==> src/hdl/bidl_pkg.sv <==
// bidl_pkg: shared widths, codes and controller/datapath structs for the bounded id list engine
// no dependencies; compiled first

package bidl_pkg;

   localparam int ID_W         = 16;
   localparam int OP_W         = 3;
   localparam int LIST_SEL_W   = 2;
   localparam int SLOT_W       = 5;
   localparam int COUNT_W      = 6;
   localparam int CAP_W        = 6;
   localparam int NUM_CAP_REGS = 3;
   localparam int CSR_IDX_W    = 2;

   localparam int NUM_LISTS_DEF    = 3;
   localparam int MAX_CAPACITY_DEF = 32;

   localparam logic [ID_W-1:0]  EMPTY_ID  = 16'hFFFF;
   localparam logic [CAP_W-1:0] CAP_RESET = 6'd32;

   typedef enum logic [OP_W-1:0] {
      OP_ADD,
      OP_ADD_UNIQUE,
      OP_REMOVE_FIRST,
      OP_REMOVE_ALL,
      OP_CLEAR,
      OP_CONTAINS,
      OP_READ_SLOT,
      OP_COUNT
   } op_type;

   typedef enum logic [CSR_IDX_W-1:0] {
      CSR_CAP_A,
      CSR_CAP_B,
      CSR_CAP_C
   } csr_index_type;

   typedef enum logic {
      MODE_SCAN,
      MODE_SHIFT
   } pass_mode_type;

   typedef struct packed {
      logic          init_run;
      logic          load;
      logic          pass_run;
      logic          pass_restart;
      pass_mode_type mode;
      logic          fill_run;
      logic          out_load;
   } cmd_type;

   typedef struct packed {
      logic init_done;
      logic pass_done;
      logic fill_done;
      logic need_shift;
      logic need_fill;
      logic out_free;
   } status_type;

endpackage

==> src/hdl/bidl_channels.sv <==
// bidl_req_if and bidl_rsp_if: valid/ready channels for requests and results
// depends on bidl_pkg

interface bidl_req_if import bidl_pkg::*; ();
   logic                   valid;
   logic                   ready;
   op_type                 op;
   logic [LIST_SEL_W-1:0]  list_sel;
   logic signed [ID_W-1:0] item_id;
   logic [SLOT_W-1:0]      slot;

   modport source (output valid, output op, output list_sel, output item_id, output slot,
                   input ready);
   modport sink (input valid, input op, input list_sel, input item_id, input slot,
                 output ready);
endinterface

interface bidl_rsp_if import bidl_pkg::*; ();
   logic                   valid;
   logic                   ready;
   logic                   ok;
   logic [COUNT_W-1:0]     removed_count;
   logic signed [ID_W-1:0] slot_value;
   logic [COUNT_W-1:0]     item_count;

   modport source (output valid, output ok, output removed_count, output slot_value,
                   output item_count, input ready);
   modport sink (input valid, input ok, input removed_count, input slot_value,
                 input item_count, output ready);
endinterface

==> src/hdl/bounded_id_list_engine_unit.sv <==
// Bounded id list engine: several lists of 16-bit ids in one slot memory, one slot per cycle.
// Every pass walks the list through the single read and single write port of the slot
// memory; a successful add is followed by a shift pass and a remove by a fill pass. One
// request is worked at a time; the next one is taken while the previous result still waits
// in the output register. After reset a clearing pass empties the memory, and no request
// is taken until it ends (capacity writes are taken).
// Depends on bidl_pkg, bidl_channels, bidl_ctrl and bidl_dpath.

module bounded_id_list_engine_unit import bidl_pkg::*; #(
   parameter int NUM_LISTS    = NUM_LISTS_DEF,
   parameter int MAX_CAPACITY = MAX_CAPACITY_DEF
) (
   input  logic                 clock,
   input  logic                 reset,
   bidl_req_if.sink             req_bus,
   bidl_rsp_if.source           rsp_bus,
   input  logic                 csr_write_enable,
   input  logic [CSR_IDX_W-1:0] csr_index,
   input  logic [CAP_W-1:0]     csr_write_data
);

   cmd_type    cmd;
   status_type status;

   bidl_ctrl u_ctrl (
      .clock     (clock),
      .reset     (reset),
      .req_valid (req_bus.valid),
      .req_ready (req_bus.ready),
      .status    (status),
      .cmd       (cmd)
   );

   bidl_dpath #(
      .NUM_LISTS    (NUM_LISTS),
      .MAX_CAPACITY (MAX_CAPACITY)
   ) u_dpath (
      .clock             (clock),
      .reset             (reset),
      .cmd               (cmd),
      .status            (status),
      .csr_write_enable  (csr_write_enable),
      .csr_index         (csr_index),
      .csr_write_data    (csr_write_data),
      .req_op            (req_bus.op),
      .req_list_sel      (req_bus.list_sel),
      .req_item_id       (req_bus.item_id),
      .req_slot          (req_bus.slot),
      .rsp_ready         (rsp_bus.ready),
      .rsp_valid         (rsp_bus.valid),
      .rsp_ok            (rsp_bus.ok),
      .rsp_removed_count (rsp_bus.removed_count),
      .rsp_slot_value    (rsp_bus.slot_value),
      .rsp_item_count    (rsp_bus.item_count)
   );

endmodule

==> src/hdl/bidl_dpath.sv <==
// bidl_dpath: slot memory, capacity registers, scan/shift/fill counters and result register
// depends on bidl_pkg; driven by bidl_ctrl through cmd_type / status_type

module bidl_dpath import bidl_pkg::*; #(
   parameter int NUM_LISTS    = NUM_LISTS_DEF,
   parameter int MAX_CAPACITY = MAX_CAPACITY_DEF
) (
   input  logic                   clock,
   input  logic                   reset,
   input  cmd_type                cmd,
   output status_type             status,
   input  logic                   csr_write_enable,
   input  logic [CSR_IDX_W-1:0]   csr_index,
   input  logic [CAP_W-1:0]       csr_write_data,
   input  op_type                 req_op,
   input  logic [LIST_SEL_W-1:0]  req_list_sel,
   input  logic signed [ID_W-1:0] req_item_id,
   input  logic [SLOT_W-1:0]      req_slot,
   input  logic                   rsp_ready,
   output logic                   rsp_valid,
   output logic                   rsp_ok,
   output logic [COUNT_W-1:0]     rsp_removed_count,
   output logic signed [ID_W-1:0] rsp_slot_value,
   output logic [COUNT_W-1:0]     rsp_item_count
);

   localparam int DEPTH  = NUM_LISTS * MAX_CAPACITY;
   localparam int ADDR_W = (DEPTH > 1) ? $clog2(DEPTH) : 1;
   localparam int CNT_W  = $clog2(MAX_CAPACITY + 1);
   localparam int INIT_W = $clog2(DEPTH + 1);
   localparam logic [CNT_W-1:0]  CAP_MAX   = CNT_W'(MAX_CAPACITY);
   localparam logic [INIT_W-1:0] INIT_LAST = INIT_W'(DEPTH);

   logic [ID_W-1:0]   mem [DEPTH];
   logic [CAP_W-1:0]  cap_reg_ff [NUM_CAP_REGS];

   op_type            op_ff;
   logic              bad_ff;
   logic [ID_W-1:0]   id_ff;
   logic [SLOT_W-1:0] slot_ff;
   logic [ADDR_W-1:0] base_ff;
   logic [CNT_W-1:0]  cap_sel_ff;
   logic [CNT_W-1:0]  rd_idx_ff;
   logic [CNT_W-1:0]  pidx_ff;
   logic [CNT_W-1:0]  n_ff;
   logic [CNT_W-1:0]  removed_ff;
   logic [CNT_W-1:0]  w_ff;
   logic              pv_ff;
   logic              seen_empty_ff;
   logic              found_ff;
   logic [ID_W-1:0]   rd_data_ff;
   logic [ID_W-1:0]   value_ff;
   logic [ID_W-1:0]   carry_ff;
   logic [INIT_W-1:0] init_ctr_ff;

   logic              out_vld_ff;
   logic              out_ok_ff;
   logic [CNT_W-1:0]  out_removed_ff;
   logic [ID_W-1:0]   out_value_ff;
   logic [CNT_W-1:0]  out_count_ff;

   logic [CAP_W-1:0]  cap_raw;
   logic              req_bad;
   logic [CNT_W-1:0]  load_cap;

   logic              in_prefix;
   logic              hit;
   logic              is_remove;
   logic              skip;
   logic              rd_go;
   logic [ADDR_W-1:0] rd_addr;

   logic              mem_we;
   logic [CNT_W-1:0]  wr_idx;
   logic [ADDR_W-1:0] mem_waddr;
   logic [ID_W-1:0]   mem_wdata;

   logic              add_ok;
   logic              res_ok;
   logic [CNT_W-1:0]  res_removed;
   logic [ID_W-1:0]   res_value;
   logic [CNT_W-1:0]  res_count;

   // capacity of the requested list, clamped
   always_comb begin
      unique case (req_list_sel)
         2'd0:    cap_raw = cap_reg_ff[0];
         2'd1:    cap_raw = cap_reg_ff[1];
         2'd2:    cap_raw = cap_reg_ff[2];
         default: cap_raw = '0;
      endcase
      req_bad  = 32'(req_list_sel) >= NUM_LISTS;
      load_cap = (32'(cap_raw) > MAX_CAPACITY) ? CAP_MAX : CNT_W'(cap_raw);
      if (req_bad) begin
         load_cap = '0;
      end
   end

   // per-slot decisions on the data returned by the read port
   always_comb begin
      in_prefix = !seen_empty_ff && (rd_data_ff != EMPTY_ID);
      hit       = in_prefix && (rd_data_ff == id_ff);
      is_remove = (op_ff == OP_REMOVE_FIRST) || (op_ff == OP_REMOVE_ALL);
      skip      = is_remove && hit && ((op_ff == OP_REMOVE_ALL) || !found_ff);
      rd_go     = cmd.pass_run && !cmd.pass_restart && (rd_idx_ff != cap_sel_ff);
      rd_addr   = base_ff + ADDR_W'(rd_idx_ff);
   end

   // write port selection
   always_comb begin
      mem_we    = 1'b0;
      wr_idx    = '0;
      mem_wdata = EMPTY_ID;
      if (cmd.init_run) begin
         mem_we = init_ctr_ff != INIT_LAST;
      end else if (cmd.fill_run) begin
         mem_we = w_ff != cap_sel_ff;
         wr_idx = w_ff;
      end else if (pv_ff && cmd.mode == MODE_SHIFT) begin
         mem_we    = 1'b1;
         wr_idx    = pidx_ff;
         mem_wdata = carry_ff;
      end else if (pv_ff && is_remove) begin
         mem_we    = !skip;
         wr_idx    = w_ff;
         mem_wdata = rd_data_ff;
      end else if (pv_ff && op_ff == OP_CLEAR) begin
         mem_we = 1'b1;
         wr_idx = pidx_ff;
      end else begin
         mem_we = 1'b0;
      end
      mem_waddr = cmd.init_run ? ADDR_W'(init_ctr_ff) : base_ff + ADDR_W'(wr_idx);
   end

   always_ff @(posedge clock) begin
      if (mem_we) begin
         mem[mem_waddr] <= mem_wdata;
      end
      if (rd_go) begin
         rd_data_ff <= mem[rd_addr];
      end
   end

   // result of the finished operation
   always_comb begin
      add_ok      = (n_ff != cap_sel_ff) && !((op_ff == OP_ADD_UNIQUE) && found_ff);
      res_ok      = 1'b0;
      res_removed = '0;
      res_value   = EMPTY_ID;
      res_count   = n_ff;
      if (bad_ff) begin
         res_count = '0;
      end else begin
         unique case (op_ff)
            OP_ADD, OP_ADD_UNIQUE: begin
               res_ok = add_ok;
               if (add_ok) begin
                  res_count = (id_ff == EMPTY_ID) ? '0 : n_ff + 1'b1;
               end
            end
            OP_REMOVE_FIRST, OP_REMOVE_ALL: begin
               res_ok      = removed_ff != '0;
               res_removed = removed_ff;
               res_count   = n_ff - removed_ff;
            end
            OP_CLEAR: begin
               res_ok      = 1'b1;
               res_removed = n_ff;
               res_count   = '0;
            end
            OP_CONTAINS: begin
               res_ok = found_ff;
            end
            OP_READ_SLOT: begin
               if (32'(slot_ff) < 32'(cap_sel_ff)) begin
                  res_ok    = 1'b1;
                  res_value = value_ff;
               end
            end
            OP_COUNT: begin
               res_ok = 1'b1;
            end
            default: begin
               res_ok = 1'b0;
            end
         endcase
      end
   end

   always_ff @(posedge clock) begin
      if (reset) begin
         cap_reg_ff[0] <= CAP_RESET;
         cap_reg_ff[1] <= CAP_RESET;
         cap_reg_ff[2] <= CAP_RESET;
         init_ctr_ff   <= '0;
         out_vld_ff    <= 1'b0;
         cap_sel_ff    <= '0;
         rd_idx_ff     <= '0;
         pv_ff         <= 1'b0;
         n_ff          <= '0;
         removed_ff    <= '0;
         w_ff          <= '0;
         seen_empty_ff <= 1'b0;
         found_ff      <= 1'b0;
      end else begin
         if (csr_write_enable) begin
            unique case (csr_index)
               CSR_CAP_A: cap_reg_ff[0] <= csr_write_data;
               CSR_CAP_B: cap_reg_ff[1] <= csr_write_data;
               CSR_CAP_C: cap_reg_ff[2] <= csr_write_data;
               default:   cap_reg_ff[0] <= cap_reg_ff[0];
            endcase
         end
         if (cmd.init_run && init_ctr_ff != INIT_LAST) begin
            init_ctr_ff <= init_ctr_ff + 1'b1;
         end
         if (cmd.out_load) begin
            out_vld_ff <= 1'b1;
         end else if (rsp_ready) begin
            out_vld_ff <= 1'b0;
         end
         if (cmd.load) begin
            cap_sel_ff    <= load_cap;
            rd_idx_ff     <= '0;
            pv_ff         <= 1'b0;
            n_ff          <= '0;
            removed_ff    <= '0;
            w_ff          <= '0;
            seen_empty_ff <= 1'b0;
            found_ff      <= 1'b0;
         end else if (cmd.pass_restart) begin
            rd_idx_ff <= '0;
            pv_ff     <= 1'b0;
         end else begin
            pv_ff <= rd_go;
            if (rd_go) begin
               rd_idx_ff <= rd_idx_ff + 1'b1;
            end
            if (pv_ff && cmd.mode == MODE_SCAN) begin
               if (!in_prefix) begin
                  seen_empty_ff <= 1'b1;
               end else begin
                  n_ff <= n_ff + 1'b1;
               end
               if (hit) begin
                  found_ff <= 1'b1;
               end
               if (skip) begin
                  removed_ff <= removed_ff + 1'b1;
               end else if (is_remove) begin
                  w_ff <= w_ff + 1'b1;
               end
            end
            if (cmd.fill_run && w_ff != cap_sel_ff) begin
               w_ff <= w_ff + 1'b1;
            end
         end
      end
   end

   always_ff @(posedge clock) begin
      if (cmd.load) begin
         op_ff    <= req_op;
         bad_ff   <= req_bad;
         id_ff    <= req_item_id;
         slot_ff  <= req_slot;
         base_ff  <= ADDR_W'(32'(req_list_sel) * MAX_CAPACITY);
         value_ff <= EMPTY_ID;
      end else if (pv_ff && cmd.mode == MODE_SCAN && 32'(pidx_ff) == 32'(slot_ff)) begin
         value_ff <= rd_data_ff;
      end
      if (rd_go) begin
         pidx_ff <= rd_idx_ff;
      end
      if (cmd.pass_restart) begin
         carry_ff <= id_ff;
      end else if (pv_ff && cmd.mode == MODE_SHIFT) begin
         carry_ff <= rd_data_ff;
      end
      if (cmd.out_load) begin
         out_ok_ff      <= res_ok;
         out_removed_ff <= res_removed;
         out_value_ff   <= res_value;
         out_count_ff   <= res_count;
      end
   end

   always_comb begin
      status.init_done  = init_ctr_ff == INIT_LAST;
      status.pass_done  = (rd_idx_ff == cap_sel_ff) && !pv_ff;
      status.fill_done  = w_ff == cap_sel_ff;
      status.need_shift = ((op_ff == OP_ADD) || (op_ff == OP_ADD_UNIQUE)) && add_ok && !bad_ff;
      status.need_fill  = is_remove;
      status.out_free   = !out_vld_ff || rsp_ready;
   end

   assign rsp_valid         = out_vld_ff;
   assign rsp_ok            = out_ok_ff;
   assign rsp_removed_count = COUNT_W'(out_removed_ff);
   assign rsp_slot_value    = out_value_ff;
   assign rsp_item_count    = COUNT_W'(out_count_ff);

   a_compact_behind_scan: assert property (@(posedge clock) disable iff (reset)
      (pv_ff && cmd.mode == MODE_SCAN) |-> (w_ff <= pidx_ff))
      else $error("compaction write pointer ran ahead of scan");

   a_write_within_list: assert property (@(posedge clock) disable iff (reset)
      (mem_we && !cmd.init_run) |-> (wr_idx < cap_sel_ff))
      else $error("slot write beyond list capacity");

   a_removed_le_count: assert property (@(posedge clock) disable iff (reset)
      removed_ff <= n_ff)
      else $error("removed more entries than were counted");

endmodule

==> src/hdl/bidl_ctrl.sv <==
// bidl_ctrl: sequencer for memory clearing, scan, shift, fill and result transfer
// depends on bidl_pkg; commands bidl_dpath through cmd_type / status_type

module bidl_ctrl import bidl_pkg::*; (
   input  logic       clock,
   input  logic       reset,
   input  logic       req_valid,
   output logic       req_ready,
   input  status_type status,
   output cmd_type    cmd
);

   typedef enum logic [2:0] {
      ST_INIT,
      ST_IDLE,
      ST_SCAN,
      ST_SHIFT,
      ST_FILL,
      ST_FINISH
   } state_type;

   state_type state_ff;
   state_type state_in;

   always_comb begin
      cmd          = '0;
      cmd.mode     = MODE_SCAN;
      state_in     = state_ff;
      req_ready    = 1'b0;
      unique case (state_ff)
         ST_INIT: begin
            cmd.init_run = 1'b1;
            if (status.init_done) begin
               state_in = ST_IDLE;
            end
         end
         ST_IDLE: begin
            req_ready = 1'b1;
            cmd.load  = req_valid;
            if (req_valid) begin
               state_in = ST_SCAN;
            end
         end
         ST_SCAN: begin
            cmd.pass_run = 1'b1;
            if (status.pass_done) begin
               priority if (status.need_shift) begin
                  cmd.pass_restart = 1'b1;
                  state_in         = ST_SHIFT;
               end else if (status.need_fill) begin
                  state_in = ST_FILL;
               end else begin
                  state_in = ST_FINISH;
               end
            end
         end
         ST_SHIFT: begin
            cmd.pass_run = 1'b1;
            cmd.mode     = MODE_SHIFT;
            if (status.pass_done) begin
               state_in = ST_FINISH;
            end
         end
         ST_FILL: begin
            cmd.fill_run = 1'b1;
            if (status.fill_done) begin
               state_in = ST_FINISH;
            end
         end
         ST_FINISH: begin
            if (status.out_free) begin
               cmd.out_load = 1'b1;
               state_in     = ST_IDLE;
            end
         end
         default: begin
            state_in = ST_INIT;
         end
      endcase
   end

   always_ff @(posedge clock) begin
      if (reset) begin
         state_ff <= ST_INIT;
      end else begin
         state_ff <= state_in;
      end
   end

   a_load_starts_scan: assert property (@(posedge clock) disable iff (reset)
      cmd.load |=> (state_ff == ST_SCAN))
      else $error("accepted request did not start a scan");

   a_shift_after_scan: assert property (@(posedge clock) disable iff (reset)
      (state_ff == ST_SHIFT) |-> $past(state_ff == ST_SCAN || state_ff == ST_SHIFT))
      else $error("shift pass entered without a scan");

   a_result_then_idle: assert property (@(posedge clock) disable iff (reset)
      cmd.out_load |=> (state_ff == ST_IDLE))
      else $error("result transfer did not return to idle");

endmodule

==> src/flat_wrapper.sv <==
// flat-port wrapper written by rule: the top's interface ports become plain ports
module bounded_id_list_engine_unit_flat import bidl_pkg::*;
#(
   parameter int NUM_LISTS    = NUM_LISTS_DEF,
   parameter int MAX_CAPACITY = MAX_CAPACITY_DEF
)
  (clock, reset, csr_write_enable, csr_index, csr_write_data, req_bus_valid, req_bus_op, req_bus_list_sel, req_bus_item_id, req_bus_slot, req_bus_ready, rsp_bus_valid, rsp_bus_ok, rsp_bus_removed_count, rsp_bus_slot_value, rsp_bus_item_count, rsp_bus_ready);
  bidl_req_if req_bus_i ();
  bidl_rsp_if rsp_bus_i ();
  input  logic clock;
  input  logic reset;
  input  logic csr_write_enable;
  input  logic [CSR_IDX_W-1:0] csr_index;
  input  logic [CAP_W-1:0] csr_write_data;
  input wire logic [$bits(req_bus_i.valid)-1:0] req_bus_valid;
  input wire logic [$bits(req_bus_i.op)-1:0] req_bus_op;
  input wire logic [$bits(req_bus_i.list_sel)-1:0] req_bus_list_sel;
  input wire logic [$bits(req_bus_i.item_id)-1:0] req_bus_item_id;
  input wire logic [$bits(req_bus_i.slot)-1:0] req_bus_slot;
  output wire logic [$bits(req_bus_i.ready)-1:0] req_bus_ready;
  output wire logic [$bits(rsp_bus_i.valid)-1:0] rsp_bus_valid;
  output wire logic [$bits(rsp_bus_i.ok)-1:0] rsp_bus_ok;
  output wire logic [$bits(rsp_bus_i.removed_count)-1:0] rsp_bus_removed_count;
  output wire logic [$bits(rsp_bus_i.slot_value)-1:0] rsp_bus_slot_value;
  output wire logic [$bits(rsp_bus_i.item_count)-1:0] rsp_bus_item_count;
  input wire logic [$bits(rsp_bus_i.ready)-1:0] rsp_bus_ready;
  assign req_bus_i.valid = req_bus_valid;
  assign req_bus_i.op = req_bus_op;
  assign req_bus_i.list_sel = req_bus_list_sel;
  assign req_bus_i.item_id = req_bus_item_id;
  assign req_bus_i.slot = req_bus_slot;
  assign req_bus_ready = req_bus_i.ready;
  assign rsp_bus_valid = rsp_bus_i.valid;
  assign rsp_bus_ok = rsp_bus_i.ok;
  assign rsp_bus_removed_count = rsp_bus_i.removed_count;
  assign rsp_bus_slot_value = rsp_bus_i.slot_value;
  assign rsp_bus_item_count = rsp_bus_i.item_count;
  assign rsp_bus_i.ready = rsp_bus_ready;
  bounded_id_list_engine_unit #(.NUM_LISTS(NUM_LISTS), .MAX_CAPACITY(MAX_CAPACITY)) u_core (.clock(clock), .reset(reset), .req_bus(req_bus_i), .rsp_bus(rsp_bus_i), .csr_write_enable(csr_write_enable), .csr_index(csr_index), .csr_write_data(csr_write_data));
endmodule
==> config.mk <==
export PLATFORM = sky130hd
export DESIGN_NAME = bounded_id_list_engine_unit_flat
export DESIGN_NICKNAME = d
export VERILOG_FILES = /design/src/hdl/bidl_pkg.sv /design/src/hdl/bidl_channels.sv /design/src/hdl/bounded_id_list_engine_unit.sv /design/src/hdl/bidl_dpath.sv /design/src/hdl/bidl_ctrl.sv /design/src/flat_wrapper.sv
export SDC_FILE = /design/constraint.sdc
export NUM_CORES = 2
export LEC_CHECK = 0
export BUFFER_PORTS_ARGS = -buffer_cell sky130_fd_sc_hd__buf_2
export CAP_MARGIN = 40
export CORE_MARGIN = 4
export CORE_UTILIZATION = 53
export DETAILED_ROUTE_END_ITERATION = 6
export PLACE_DENSITY = 0.69
export SKIP_CTS_REPAIR_TIMING = 1
export SYNTH_ARGS = -nofsm -noshare
export SYNTH_HDL_FRONTEND = slang
export SYNTH_SLANG_ARGS = --single-unit
==> constraint.sdc <==
create_clock -name clock -period 4.95 [get_ports clock]
set_input_delay 0.495 -clock clock [delete_from_list [all_inputs] [get_ports clock]]
set_output_delay 0.495 -clock clock [all_outputs]
set_load 0.05 [all_outputs]
==> results.ini <==
[detailed_routing]
vias = 36300
antenna_left = 0
drt_pass1_iterations = 7
viasPerCell = 6.47
drc = 0
drtIter0Drc = 5613
totalWireLength_um = 174000
avgRoutedWirePerCell_um = 31.1

[status]
status = finished clean

[timing]
worst_slew_pin_slew_ps = 959
finClkSkew_ps = 26.4
setup_slack_ps = 788
rsz0062_at_grt = false
fin_crit_sh_pct = 84.1
slew_headroom_pct = 34.4
min_period_ps = 4160
setup_violations = 0
max_freq_mhz = 240
finalHoldViolations = 0
tns_ps = 0
whs_ps = 54.1
slew_viol_final = 0

[placement]
finalWeightedCongestion = 0.896
post-place-ws_ps = 878
place_inst = 5277
numPortBuffers = 69
dp_hpwl_um = 108000
place_area_um2 = 71500

[setup_path]
end_kind = flip-flop
critPathKind = flip-flop to flip-flop
max_stage_delay_ps = 730
crit_chain = and3b_1 -> o21ba_2 -> a22o_1 -> ha_1 -> xnor2_1 -> o21ai_0 -> o21ai_0 -> buf_4 -> nand2_1 -> nor2_2 -> buf_4
cp-start-kind = flip-flop
crit_fanout = 21
reg2regPathDepth = 11
cp-startpoint = u_core.u_ctrl.state_ff[2]
r2r_end = u_core.u_dpath.mem[33][9]
rrSetupSlack_ps = 790
r2r-start = u_core.u_ctrl.state_ff[2]
worstPathRequired_ps = 5420
cp_slowest_cell = dfxtp_1
crit_path_end = u_core.u_dpath.mem[33][9]
crit_arrival_ps = 4630

[floorplan]
ios = 70
initial_core_util_pct = 53.6
die-area_um2 = 133000
die_width_um = 365
die_y_um = 365
fp-row-count = 130
core_area_um2 = 126000

[grt]
grt_pass1_vias = 35400
antenna_found_initial = 3
grt_overflow = 0
track_usage_pct = 26.3
grt_pass1_wl_um = 251000
grt_max_degree = 73

[clock_network]
clkSinkCount = 1708
path_clk_slew_ps = 60
h-tree-depth = 4
cts_tree = yes
cts_root_buf = clkbuf_16
cts_buffers = 166
clk_latency_ps = 790
clockBufferDepth = 3

[synthesis]
synth-edff-count = 1648
yosysWarnings = 0
synthArstFlopShare_pct = 0
syn_avg_cell_area_um2 = 19.3
synth_ff_type = edfxtp_1
synthCells = 3496
yosys.area.top_type = edfxtp_1
netlist_area_um2 = 67600
synth-seq-cells = 1708
synth.distinct_cells = 88
netlist_top_cells_area = edfxtp_1, mux4_2, mux2i_1
syn_nets = 3554
synth_top_area_share_pct = 73.2
seq_area_frac_synth_pct = 74.9

[hold_path]
hold_path.class = input pin to flip-flop

[flow_run]
cap_viol_max_count = 0

[pwr]
power_leakage_nw = 27.4
ir_worst_vdd_uv = 368
power_mw = 28.3
power.density_nw_per_um2 = 367

[finish]
nNetsFinal = 3879
regArea_um2 = 50700
drive_above_1_share_pct = 23.5
final_area_um2 = 77100
n_antenna_cell = 0
multi_input_area_um2 = 15900
syn_to_final_growth_pct = 14.0
fillerInstances = 8740
final_core_util_pct = 61.1
final_cell_count_no_fill = 5609

## worst min-delay path by stage
stage | slack, ps | startpoint | cells past startpoint | endpoint
final | 50 | csr_write_data[3] | 2 | u_core.u_dpath.cap_reg_ff[0][3]
after global routing | 30 | req_bus_list_sel[1] | 1 | u_core.u_dpath.base_ff[6]
after CTS | -160 | req_bus_slot[1] | 1 | u_core.u_dpath.slot_ff[1]
after detailed placement | 460 | u_core.u_dpath.value_ff[7] | 2 | u_core.u_dpath.value_ff[7]
after global placement | 460 | u_core.u_dpath.value_ff[13] | 2 | u_core.u_dpath.value_ff[13]
after floorplan | 410 | u_core.u_dpath.rd_idx_ff[4] | 0 | u_core.u_dpath.pidx_ff[4]
## registers in the layout, summed over array words and instances (netlist names), 2 cells and up
register	count
u_core.u_dpath.slot_ff	5
u_core.u_dpath.op_ff	3
u_core.u_dpath.rsp_removed_count	6
u_core.u_dpath.w_ff	6
u_core.u_dpath.value_ff	16
u_core.u_dpath.n_ff	6
u_core.u_dpath.init_ctr_ff	7
u_core.u_dpath.base_ff	2
u_core.u_dpath.rsp_item_count	6
u_core.u_dpath.carry_ff	16
u_core.u_dpath.rsp_slot_value	16
u_core.u_dpath.cap_sel_ff	6
u_core.u_dpath.cap_reg_ff	18
u_core.u_dpath.id_ff	16
u_core.u_dpath.rd_data_ff	16
u_core.u_dpath.pidx_ff	6
u_core.u_dpath.mem	1536
u_core.u_ctrl.state_ff	3
u_core.u_dpath.removed_ff	6
u_core.u_dpath.rd_idx_ff	6
## worst max-delay path: cells and delay by family (launching register included)
family,cells,cell delay [ps]
xor gates and xnor gates,1,230
and+or+nand+nor,3,1160
DFF,1,730
buffers and inverters,2,480
adders and majority gates,1,190
AOI/OAI and AO/OA,4,1040
## final cells by class
class / instances / area share, %
Sequential cell: 1708 / 65.7
Timing Repair Buffer: 356 / 3.87
Clock inverter: 108 / 1.22
Inverter: 29 / 0.141
Clock buffer: 198 / 5.71
Tap cell: 1650 / 2.68
Multi-Input combinational cell: 1560 / 20.6
## kinds of logic after synthesis
| logic type | Yosys count | synth area share (%) |
|---|---|---|
| AO/OA/AOI/OAI | 464 | 5.09 |
| XOR/XNOR | 64 | 0.829 |
| adder cells (fa/ha/maj) | 19 | 0.363 |
| buffers and inverters | 228 | 1.93 |
| flip-flops | 1708 | 74.9 |
| multiplexers | 593 | 13.8 |
| AND/OR/NAND/NOR | 420 | 3.06 |
## Yosys cell counts, types with 25 or more instances
cell	count
a22oi_1	56
buf_4	31
buf_6	27
o21ai_0	35
o22ai_1	46
xor2_1	29
a21oi_1	80
buf_2	49
nor2_1	155
o221ai_1	41
nand2_1	89
a221oi_1	30
mux4_2	269
mux2i_1	299
mux2_2	25
inv_1	27
xnor2_1	35
clkbuf_1	72
a211oi_1	39
edfxtp_1	1648
dfxtp_1	60
nand2b_1	27
## layout by cell type (no fill, tap or decap), drive strengths merged, types with 30 or more instances in the layout
master / n
a22oi: 56
o22ai: 46
a211oi: 41
o221ai: 41
nand2: 89
dfxtp: 60
clkinv: 79
clkbuf: 200
buf: 329
mux4: 269
nor2: 157
inv: 38
o21ai: 44
a221oi: 30
mux2i: 299
edfxtp: 1648
xnor2: 35
a21oi: 80
## report_power, final
part	switching [mW]	internal, mW	leakage, nW	total [mW]
Combinational	0.127	0.0726	5.60	0.200
Clock	5.32	7.13	2.62	12.4
Sequential	0.0105	15.6	19.2	15.7
Total	5.45	22.8	27.4	28.3
## routing by layer
layer	GRT usage [%]	share of wire, %	wire length, um	vias up
li1	-	-	-	15100
met1	38.8	40	70200	18800
met2	39.4	46	79900	2091
met3	5.03	9.8	17100	353
met4	10.1	4.1	7080	0
met5	0	0	0	-
(Power assumes the default switching activity.)
